<file path="config.mk">
export PLATFORM = sky130hd
export DESIGN_NAME = picture_reorder_bumping
export DESIGN_NICKNAME = d
export VERILOG_FILES = /design/src/rtl/prb_pkg.sv /design/src/rtl/picture_reorder_bumping.sv /design/src/rtl/prb_dp.sv /design/src/rtl/prb_ctrl.sv
export SDC_FILE = /design/constraint.sdc
export NUM_CORES = 2
export LEC_CHECK = 0
export ABC_CLOCK_PERIOD_IN_PS = 12400
export BUFFER_PORTS_ARGS = -buffer_cell sky130_fd_sc_hd__buf_2
export CORE_MARGIN = 2
export CORE_UTILIZATION = 62
export DETAILED_ROUTE_END_ITERATION = 8
export PLACE_DENSITY = 0.83
export SLEW_MARGIN = 10
export SYNTH_ARGS = -nofsm -noshare
export SYNTH_HDL_FRONTEND = slang
export SYNTH_HIERARCHICAL = 1
export SYNTH_SLANG_ARGS = --single-unit
</file>
<file path="constraint.sdc">
create_clock -name aclk -period 12.4 [get_ports aclk]
set_input_delay 1.86 -clock aclk [delete_from_list [all_inputs] [get_ports aclk]]
set_output_delay 1.86 -clock aclk [all_outputs]
set_load 0.02 [all_outputs]
</file>
<file path="src/rtl/prb_pkg.sv">
// Shared types and constants of the picture reorder bumping block.
`default_nettype none

package prb_pkg;

    localparam int BUFFER_DEPTH_DEF = 16;
    localparam int DEPTH_W          = 5;
    localparam int POC_W            = 32;
    localparam int CNT_W            = 32;
    localparam int S_USER_W         = 3;
    localparam int M_DATA_W         = 2 * CNT_W;

    localparam logic [DEPTH_W-1:0] DEPTH_RESET = 5'd16;

    // Bit positions of the input flags in s_tuser.
    localparam int USER_OP   = 0;
    localparam int USER_IDR  = 1;
    localparam int USER_DROP = 2;

    typedef enum logic {
        SEL_BEST,
        SEL_NEW
    } emit_sel_t;

    typedef struct packed {
        logic      accept;
        logic      scan_start;
        logic      scan_step;
        logic      load_out;
        emit_sel_t emit_sel;
        logic      emit_last;
        logic      remove_best;
        logic      append_new;
    } prb_cmd_t;

    typedef struct packed {
        logic in_op;
        logic in_idr;
        logic in_drop;
        logic count_zero;
        logic count_one;
        logic count_ge_eff;
        logic scan_done;
        logic new_less;
        logic out_free;
    } prb_stat_t;

endpackage

`default_nettype wire

</file>
<file path="src/rtl/picture_reorder_bumping.sv">
// Top level of the picture reorder bumping block: controller plus datapath.
//
// Pictures arrive in decode order on the s_ channel, one per transfer:
// s_tdata carries the POC, s_tuser carries op, is_idr and is_dropped.
// Every picture gets a decode index; dropped pictures give no result.
// Ranked pictures leave on the m_ channel as {display_rank, decode_index},
// with m_tlast set on the final result caused by an input transfer.
// The reorder depth is written through cfg_wr_en / cfg_wr_data; the user
// must write it only while idle, the block itself does not enforce it.
// One item is processed at a time. An item is taken in the idle state and
// classified in the next cycle. A picture that only joins the store passes
// the check state and is appended before the next transfer is taken; a
// dropped picture returns to idle straight after classification. Each
// result takes a check, a scan over every held entry and a load. A
// stalled m_ side holds the result register and the controller waits
// before loading the next one.
// Reset empties the store, clears both counters and sets the depth to sixteen.
`default_nettype none

module picture_reorder_bumping
    import prb_pkg::*;
#(
    parameter int BUFFER_DEPTH = BUFFER_DEPTH_DEF
) (
    input  wire logic                aclk,
    input  wire logic                aresetn,
    input  wire logic                s_tvalid,
    output logic                     s_tready,
    input  wire logic [POC_W-1:0]    s_tdata,   // [31:0] poc
    input  wire logic [S_USER_W-1:0] s_tuser,   // [0] op, [1] is_idr, [2] is_dropped
    output logic                     m_tvalid,
    input  wire logic                m_tready,
    output logic [M_DATA_W-1:0]      m_tdata,   // [31:0] decode_index, [63:32] display_rank
    output logic                     m_tlast,
    input  wire logic                cfg_wr_en,
    input  wire logic [DEPTH_W-1:0]  cfg_wr_data
);

    prb_cmd_t  cmd;
    prb_stat_t stat;

    prb_ctrl u_ctrl (
        .aclk     (aclk),
        .aresetn  (aresetn),
        .s_tvalid (s_tvalid),
        .s_tready (s_tready),
        .stat     (stat),
        .cmd      (cmd)
    );

    prb_dp #(
        .BUFFER_DEPTH (BUFFER_DEPTH)
    ) u_dp (
        .aclk        (aclk),
        .aresetn     (aresetn),
        .s_tdata     (s_tdata),
        .s_tuser     (s_tuser),
        .cfg_wr_en   (cfg_wr_en),
        .cfg_wr_data (cfg_wr_data),
        .cmd         (cmd),
        .stat        (stat),
        .m_tvalid    (m_tvalid),
        .m_tdata     (m_tdata),
        .m_tlast     (m_tlast),
        .m_tready    (m_tready)
    );

    // A result is never loaded over one that has not been transferred.
    a_load_free: assert property (@(posedge aclk) disable iff (!aresetn)
        cmd.load_out |-> stat.out_free)
        else $error("result loaded over a pending transfer");

    // An entry is only removed from a non-empty store.
    a_remove_nonempty: assert property (@(posedge aclk) disable iff (!aresetn)
        cmd.remove_best |-> !stat.count_zero)
        else $error("removal from an empty store");

    // A final result shows up on the output in the next cycle with tlast.
    a_last_shown: assert property (@(posedge aclk) disable iff (!aresetn)
        (cmd.load_out && cmd.emit_last) |=> (m_tvalid && m_tlast))
        else $error("final result not presented with tlast");

    // No input is taken while a scan or a store update is under way.
    a_accept_quiet: assert property (@(posedge aclk) disable iff (!aresetn)
        cmd.accept |-> !(cmd.scan_step || cmd.remove_best || cmd.append_new))
        else $error("input taken during store activity");

endmodule

`default_nettype wire

</file>
<file path="src/rtl/prb_dp.sv">
// Datapath: held picture store, minimum scan, counters and result register.
`default_nettype none

module prb_dp
    import prb_pkg::*;
#(
    parameter int BUFFER_DEPTH = BUFFER_DEPTH_DEF
) (
    input  wire logic                aclk,
    input  wire logic                aresetn,
    input  wire logic [POC_W-1:0]    s_tdata,
    input  wire logic [S_USER_W-1:0] s_tuser,
    input  wire logic                cfg_wr_en,
    input  wire logic [DEPTH_W-1:0]  cfg_wr_data,
    input  wire prb_cmd_t            cmd,
    output prb_stat_t                stat,
    output logic                     m_tvalid,
    output logic [M_DATA_W-1:0]      m_tdata,
    output logic                     m_tlast,
    input  wire logic                m_tready
);

    localparam int CW = $clog2(BUFFER_DEPTH + 1);
    localparam int AW = (BUFFER_DEPTH > 1) ? $clog2(BUFFER_DEPTH) : 1;
    localparam int EW = (CW > DEPTH_W) ? CW : DEPTH_W;

    logic [DEPTH_W-1:0]       depth_reg;
    logic [CW-1:0]            count_reg;
    logic [CW-1:0]            ptr_reg;
    logic [CNT_W-1:0]         dec_idx_reg;
    logic [CNT_W-1:0]         rank_reg;
    logic                     out_valid_reg;
    logic [CNT_W-1:0]         out_idx_reg;
    logic [CNT_W-1:0]         out_rank_reg;
    logic                     out_last_reg;

    logic signed [POC_W-1:0]  poc_reg [BUFFER_DEPTH];
    logic [CNT_W-1:0]         idx_reg [BUFFER_DEPTH];

    logic                     in_op_reg;
    logic                     in_idr_reg;
    logic                     in_drop_reg;
    logic signed [POC_W-1:0]  in_poc_reg;
    logic [CNT_W-1:0]         in_idx_reg;

    logic signed [POC_W-1:0]  best_poc_reg;
    logic [CNT_W-1:0]         best_idx_reg;
    logic [AW-1:0]            best_pos_reg;

    logic [EW-1:0]            depth_ext;
    logic [EW-1:0]            eff_depth;
    logic [AW-1:0]            rd_addr;
    logic signed [POC_W-1:0]  rd_poc;
    logic [CNT_W-1:0]         rd_idx;

    // Effective depth: zero acts as one, anything above the store size as the size.
    always_comb begin
        depth_ext = EW'(depth_reg);
        priority if (depth_ext == '0) begin
            eff_depth = EW'(1);
        end else if (depth_ext > EW'(BUFFER_DEPTH)) begin
            eff_depth = EW'(BUFFER_DEPTH);
        end else begin
            eff_depth = depth_ext;
        end
    end

    assign rd_addr = ptr_reg[AW-1:0];
    assign rd_poc  = poc_reg[rd_addr];
    assign rd_idx  = idx_reg[rd_addr];

    always_comb begin
        stat.in_op        = in_op_reg;
        stat.in_idr       = in_idr_reg;
        stat.in_drop      = in_drop_reg;
        stat.count_zero   = (count_reg == '0);
        stat.count_one    = (count_reg == CW'(1));
        stat.count_ge_eff = (EW'(count_reg) >= eff_depth);
        stat.scan_done    = (ptr_reg == count_reg);
        stat.new_less     = (in_poc_reg < best_poc_reg);
        stat.out_free     = !out_valid_reg || m_tready;
    end

    // Control state.
    always_ff @(posedge aclk) begin
        if (!aresetn) begin
            depth_reg     <= DEPTH_RESET;
            count_reg     <= '0;
            ptr_reg       <= '0;
            dec_idx_reg   <= '0;
            rank_reg      <= '0;
            out_valid_reg <= 1'b0;
        end else begin
            if (cfg_wr_en) begin
                depth_reg <= cfg_wr_data;
            end
            if (cmd.accept && !s_tuser[USER_OP]) begin
                dec_idx_reg <= dec_idx_reg + 1'b1;
            end
            if (cmd.scan_start) begin
                ptr_reg <= '0;
            end else if (cmd.scan_step) begin
                ptr_reg <= ptr_reg + 1'b1;
            end
            if (cmd.remove_best) begin
                count_reg <= count_reg - 1'b1;
            end else if (cmd.append_new) begin
                count_reg <= count_reg + 1'b1;
            end
            if (cmd.load_out) begin
                rank_reg      <= rank_reg + 1'b1;
                out_valid_reg <= 1'b1;
            end else if (m_tready) begin
                out_valid_reg <= 1'b0;
            end
        end
    end

    // Payload registers.
    always_ff @(posedge aclk) begin
        if (cmd.accept) begin
            in_op_reg   <= s_tuser[USER_OP];
            in_idr_reg  <= s_tuser[USER_IDR];
            in_drop_reg <= s_tuser[USER_DROP];
            in_poc_reg  <= s_tdata;
            in_idx_reg  <= dec_idx_reg;
        end
        // The earliest held entry wins a tie, so only a strictly smaller POC replaces it.
        if (cmd.scan_step && (ptr_reg == '0 || rd_poc < best_poc_reg)) begin
            best_poc_reg <= rd_poc;
            best_idx_reg <= rd_idx;
            best_pos_reg <= rd_addr;
        end
        if (cmd.load_out) begin
            out_idx_reg  <= (cmd.emit_sel == SEL_NEW) ? in_idx_reg : best_idx_reg;
            out_rank_reg <= rank_reg;
            out_last_reg <= cmd.emit_last;
        end
    end

    // The store is kept oldest first: removal closes the gap, appending writes at the count.
    always_ff @(posedge aclk) begin
        if (cmd.remove_best) begin
            for (int k = 0; k < BUFFER_DEPTH - 1; k++) begin
                if (AW'(k) >= best_pos_reg) begin
                    poc_reg[k] <= poc_reg[k+1];
                    idx_reg[k] <= idx_reg[k+1];
                end
            end
        end else if (cmd.append_new) begin
            for (int k = 0; k < BUFFER_DEPTH; k++) begin
                if (count_reg == CW'(k)) begin
                    poc_reg[k] <= in_poc_reg;
                    idx_reg[k] <= in_idx_reg;
                end
            end
        end
    end

    assign m_tvalid = out_valid_reg;
    assign m_tdata  = {out_rank_reg, out_idx_reg};
    assign m_tlast  = out_last_reg;

endmodule

`default_nettype wire

</file>
<file path="src/rtl/prb_ctrl.sv">
// Controller: sequences acceptance, drains, minimum scans, bumping and appends.
`default_nettype none

module prb_ctrl
    import prb_pkg::*;
(
    input  wire logic      aclk,
    input  wire logic      aresetn,
    input  wire logic      s_tvalid,
    output logic           s_tready,
    input  wire prb_stat_t stat,
    output prb_cmd_t       cmd
);

    typedef enum logic [2:0] {
        ST_IDLE,
        ST_DECIDE,
        ST_DRAIN_CHK,
        ST_DRAIN_SCAN,
        ST_DRAIN_EMIT,
        ST_INS_CHK,
        ST_INS_SCAN,
        ST_INS_EMIT
    } state_t;

    state_t state_reg;
    state_t state_next;
    logic   append_reg;
    logic   append_next;

    always_comb begin
        state_next  = state_reg;
        append_next = 1'b0;
        cmd         = '0;
        cmd.emit_sel = SEL_BEST;
        s_tready    = (state_reg == ST_IDLE) && !append_reg;

        if (append_reg) begin
            cmd.append_new = 1'b1;
        end

        unique case (state_reg)
            ST_IDLE: begin
                if (s_tvalid && !append_reg) begin
                    cmd.accept = 1'b1;
                    state_next = ST_DECIDE;
                end
            end
            ST_DECIDE: begin
                priority if (stat.in_op) begin
                    state_next = ST_DRAIN_CHK;
                end else if (stat.in_drop) begin
                    state_next = ST_IDLE;
                end else if (stat.in_idr) begin
                    state_next = ST_DRAIN_CHK;
                end else begin
                    state_next = ST_INS_CHK;
                end
            end
            ST_DRAIN_CHK: begin
                if (stat.count_zero) begin
                    state_next = stat.in_op ? ST_IDLE : ST_INS_CHK;
                end else begin
                    cmd.scan_start = 1'b1;
                    state_next     = ST_DRAIN_SCAN;
                end
            end
            ST_DRAIN_SCAN: begin
                if (stat.scan_done) begin
                    state_next = ST_DRAIN_EMIT;
                end else begin
                    cmd.scan_step = 1'b1;
                end
            end
            ST_DRAIN_EMIT: begin
                if (stat.out_free) begin
                    // After an IDR drain the set is empty, so the append cannot bump.
                    cmd.load_out    = 1'b1;
                    cmd.emit_last   = stat.count_one;
                    cmd.remove_best = 1'b1;
                    state_next      = ST_DRAIN_CHK;
                end
            end
            ST_INS_CHK: begin
                if (stat.count_ge_eff) begin
                    cmd.scan_start = 1'b1;
                    state_next     = ST_INS_SCAN;
                end else begin
                    append_next = 1'b1;
                    state_next  = ST_IDLE;
                end
            end
            ST_INS_SCAN: begin
                if (stat.scan_done) begin
                    state_next = ST_INS_EMIT;
                end else begin
                    cmd.scan_step = 1'b1;
                end
            end
            ST_INS_EMIT: begin
                if (stat.out_free) begin
                    cmd.load_out  = 1'b1;
                    cmd.emit_last = 1'b1;
                    if (stat.new_less) begin
                        cmd.emit_sel = SEL_NEW;
                    end else begin
                        cmd.remove_best = 1'b1;
                        append_next     = 1'b1;
                    end
                    state_next = ST_IDLE;
                end
            end
            default: begin
                state_next = ST_IDLE;
            end
        endcase
    end

    always_ff @(posedge aclk) begin
        if (!aresetn) begin
            state_reg  <= ST_IDLE;
            append_reg <= 1'b0;
        end else begin
            state_reg  <= state_next;
            append_reg <= append_next;
        end
    end

endmodule

`default_nettype wire
</file>
# ---- Word level (Yosys, flattened, before mapping)
# Memory sizes are Yosys's and may differ from the RTL's. A register that Yosys moved wholly into a read port is not among the register bits.
# Index checks and enable logic that the tools add are counted.
dict set report totals {
  word_cells 308
  latch_bits 0
  register_bits 252
  output_inout_bits 67
  mem_count 2
  inputBits 45
  mem_bits_rw 1024
  romBits 0
}
dict set report op_classes {
  order_cmp 19
  reduce_logical 20
  n_eq_ne 28
  add_sub_neg 5
  bitwise_logic 31
  mul 0
  n_div 0
  shift 0
  n_mux 185
}
# name words word_bits rd rd_ports_with_merged_regs write_ports line_no
set memory_table {}
lappend memory_table {u_dp.idx_reg 16 32 16 1 15 prb_dp.sv:38} ;# logic [CNT_W-1:0] idx_reg [BUFFER_DEPTH];
lappend memory_table {u_dp.poc_reg 16 32 16 1 15 prb_dp.sv:37} ;# logic signed [POC_W-1:0] poc_reg [BUFFER_DEPTH];
# op count
set op_table {}
lappend op_table {{two-way mux 32 bit} 33}
lappend op_table {{two-way mux 1 bit} 126}
lappend op_table {{adder 32 x 1 -> 32 bit (second input constant)} 2}
lappend op_table {{< comparator 32 bit} 2}
lappend op_table {{OR reduction 32 bit} 2}
lappend op_table {{== test 5 x 4 -> 1 bit (second input constant)} 8}
lappend op_table {{two-way mux 3 bit} 11}
lappend op_table {{bitwise OR 1 bit} 30}
lappend op_table {{>= comparator 4 bit (first input constant)} 7}
lappend op_table {{one-hot mux 3 bit (8 select lines)} 1}
lappend op_table {{== test 5 x 3 -> 1 bit (second input constant)} 4}
lappend op_table {{two-way mux 4 bit} 5}
lappend op_table {{two-way mux 5 bit} 4}
lappend op_table {{>= comparator 3 x 4 -> 1 bit (first input constant)} 4}
lappend op_table {{logical NOT 5 bit} 3}
lappend op_table {{== test 3 bit (second input constant)} 4}
lappend op_table {{adder 5 x 1 -> 5 bit (second input constant)} 2}
lappend op_table {{== test 5 x 2 -> 1 bit (second input constant)} 2}
lappend op_table {{inequality test 2 bit (second input constant)} 5}
lappend op_table {{>= comparator 1 x 4 -> 1 bit (first input constant)} 2}
lappend op_table {{>= comparator 2 x 4 -> 1 bit (first input constant)} 2}
lappend op_table {{== test 3 x 2 -> 1 bit (second input constant)} 2}
lappend op_table {{one-hot mux 1 bit (2 select lines)} 3}
lappend op_table {{== test 5 x 1 -> 1 bit (second input constant)} 1}
lappend op_table {{15 further kinds} 23}

# ---- Depth between registers and ports, before layout
dict set report depth {
  depth_word 8
  depth_mapped 20
  mapped_depth_nobuf 17
}

# ---- Modules after synthesis
# The synthesis kept the hierarchy.
# mod seq_area_each_um2 cells_per_inst n_inst area_each_um2
set by_module_without_submodules {}
lappend by_module_without_submodules {prb_dp 38436.9 3474 1 61810.5}
lappend by_module_without_submodules {prb_ctrl 80.1 65 1 470.5}

# ---- Worst setup path after synthesis
# OpenSTA, ideal clock, no wires.
dict set report synth_timing {
  kind {input to register}
  start {input port s_tvalid}
  end {register u_dp.dec_idx_reg[29]}
  setup_time_ns 0.115
  arrival_ns 10.284
  path_stages 11
  slack_ns 2.002
  required_ns 12.285
  n_path_buf 2
  path_cell_list {inv_1 nor4_1 nor2b_1 clkbuf_1 nand4_1 nor3_1 and3_1 clkbuf_1 nand4_1 xnor2_1 and2_1}
}
# element line_no
set synth_rtl {}
lappend synth_rtl {{start, declared} picture_reorder_bumping.sv:27} ;# input wire logic s_tvalid,
lappend synth_rtl {{end signal, assigned} prb_dp.sv:98} ;# dec_idx_reg <= dec_idx_reg + 1'b1;
lappend synth_rtl {{end, declared} prb_dp.sv:30} ;# logic [CNT_W-1:0] dec_idx_reg;

==> flow_summary.toml <==
[status]
status = "completed"

[power]
switching_share_pct = 21.2
power_density_nw_per_um2 = 134
internal-power_mw = 7.20
p_total_mw = 9.14
p_sw_mw = 1.94
power_frac_comb_pct = 2.7
clkPwrFrac_pct = 42.9
p_leak_nw = 22.2
ir_drop_mv = 0.120
seqPwrFrac_pct = 54.4

[timing]
layout_min_cycle_time_ns = 7.08
finalHoldViolCount = 0
timing.fmax_ghz = 0.141
maxSlewHeadroom_pct = 19.9
post-route-period-util_pct = 57.1
worst_pin_slew_ns = 1.20
finClkSkew_ns = 0.0322
rsz0062_at_grt = "false"
slew_violations = 0
setup_tns_ns = 0
setup_viol = 0
setup_slack_ns = 5.32

[hold_path]
min_path_type = "flip-flop to flip-flop"

[route]
detailedRoute.firstIterationViolations = 4328
dr.pass1.iters = 8
via_per_inst = 7.05
drc = 0
wl_per_cell_um = 31.8
num_vias = 35091
ant_nets = 0
drt-total-wl_um = 158000

[global_route]
grt-ovfl-total = 0
grt_max_degree = 94
grt_pass1_vias = 35537
antenna_found_initial = 1
grt_pass1_wl_um = 234000
grt_use_total_pct = 30.9

[synthesis]
ys_types = 66
netlist_top_cells_area = "edfxtp_1, mux2_2, mux4_2"
synth_top_area_share_pct = 59.0
synth_common_cells = "edfxtp_1, mux2_2, mux2_1, mux4_2, clkbuf_1"
yosysWarnings = 6
ys.flop_type = "edfxtp_1"
syn_area_um2 = 62300
synth_seq_cells = 1312
synth_cells = 3539
synth_most_common_cell = "edfxtp_1"
synth_edf_count = 1224
async_flop_share_pct = 0
synth_top_area_cell = "edfxtp_1"
postSynthAreaPerCell_um2 = 17.6
syn-num-nets = 3661
seq_area_frac_synth_pct = 61.8

[cts]
ctsRootBufferMaster = "clkbuf_16"
cts_setup_buffers = 0
cts_buffers = 136
insertion_delay_ns = 0.76
post_cts_resized = 0
cts_tree = "built"
clk_pin_slew_worst_paths_ns = 0.06
max-clock-path-buffers = 3
cts.sinks = 1312
cts_hold_buffers = 0
cts_max_level = 4

[placed_design]
gp_congestion = 0.831
hpwl_um = 84900
numPortBuffers = 111
dp_slack_ns = 5.37

[critical_path]
r2r_slack_ns = 5.32
critPathSlowestCell = "buf_4"
crit_path_cell_trace = "ha_1, nand4_1, a2111oi_0, a21o_1, a311oi_1, a32o_1, nor2_1, nor2_1, nor2_1, inv_2, a21oi_4, buf_4, buf_4, nand2_1, nand2_4, buf_4"
required_ns = 12.77
crit_path_end_kind = "flip-flop"
crit_arrival_ns = 7.44
path_max_fanout = 43
slowest_delay_ns = 0.89
cp-start-kind = "flip-flop"
crit_type = "flip-flop to flip-flop"

[die]
dieArea_um2 = 103000
chipHeight_um = 321
start_util_pct = 62.4
dieWidth_um = 321
core_um2 = 99900
rows = 116
io_pins = 112

[finish]
nNetsFinal = 3693
drive_gt1_share_pct = 36.3
insertedDiodeCount = 0
areaGrowthSynthToFinish_pct = 9.78
n_fill_cell = 6328

[job]
max-cap-violations = 0
[cells in the final DEF (no fill, tap or decap), drive strengths merged, types with 4 or more instances in the layout]
cell,netlist,final
nand3,31,31
and3,13,13
bufinv,0,5
dfxtp,88,88
or3,17,17
buf,102,167
clkinv,1,34
nor2b,16,16
ha,77,77
o211ai,4,4
mux2i,10,10
nand2,78,78
mux2,993,993
nor2,35,35
nand4,30,30
clkbuf,171,199
xor2,12,12
edfxtp,1224,1224
xnor2,48,48
nor3,13,13
nand2b,8,8
a21boi,18,18
mux4,319,319
and2,51,51
o21ai,43,43
inv,51,60
a21o,13,13
nor4,7,7
and4,6,6
a21oi,23,23
[power by group through the flow]
stage                     Sequential [mW]  Clock (mW)  Combinational (mW)
after floorplan                      5.00           0               0.203
after global placement               5.06           0               0.231
after detailed placement             5.06           0               0.240
after CTS                            4.97        3.97               0.243
after global routing                 4.98        4.13               0.260
final                                4.97        3.92               0.244
[cells by family after synthesis]
family	synth area share, %
xor gates and xnor gates	0.844
muxes	29.7
adders and majority gates	1.55
buffers and inverters	2.07
DFF	61.8
AOI/OAI and AO/OA	1.38
and+or+nand+nor	2.64
[critical path, delay by kind of cell, from the launching register on]
family                   cells  cell delay (ns)
AO/OA/AOI/OAI                5             1.42
adder cells (fa/ha/maj)      1             0.40
buffers and inverters        4             2.45
flip-flops                   1             0.64
AND/OR/NAND/NOR              6             1.64
[metal layers]
metal	routed length (µm)	track usage (%)
met1	60500	44.2
met2	74500	48.3
met3	18100	6.20
met4	4980	10.2
met5	79	0.473
[per-stage QoR]
step                      hold WS, ns  utilization, %  cell area, µm²  cells
after detailed placement        0.434            64.2           64200   4731
after CTS                       0.459            68.5           68400   4979
after global routing            0.485            68.5           68400   4979
after floorplan                 0.406               -           62300   3539
final                           0.460            68.5           68400   4979
after global placement          0.430            64.2           64200   4731
[path summary, 6_finish.rpt]
| path | depth (start not counted) | start | end |
|---|---|---|---|
| setup / recovery | 16 | u_dp/in_poc_reg[8]$_DFFE_PP_ | u_dp/poc_reg[8][5]$_DFFE_PP_ |
| hold / removal | 0 | u_dp/rank_reg[31]$_SDFFE_PN0P_ | u_dp/out_rank_reg[31]$_DFFE_PP_ |
| setup reg to reg | 16 | u_dp/in_poc_reg[8]$_DFFE_PP_ | u_dp/poc_reg[8][5]$_DFFE_PP_ |
| hold reg to reg | 0 | u_dp/rank_reg[31]$_SDFFE_PN0P_ | u_dp/out_rank_reg[31]$_DFFE_PP_ |
[final cells by class]
cell class,instances,area [µm²],share of cell area (%)
multi-input combinational,1902,22800,33.4
clock buffer,199,3740,5.47
inverter,52,195,0.285
timing repair buffer,167,988,1.45
sequential,1312,38500,56.4
clock inverter,49,483,0.706
tap,1298,1620,2.38
No activity file was read; power rests on OpenSTA's default activity.
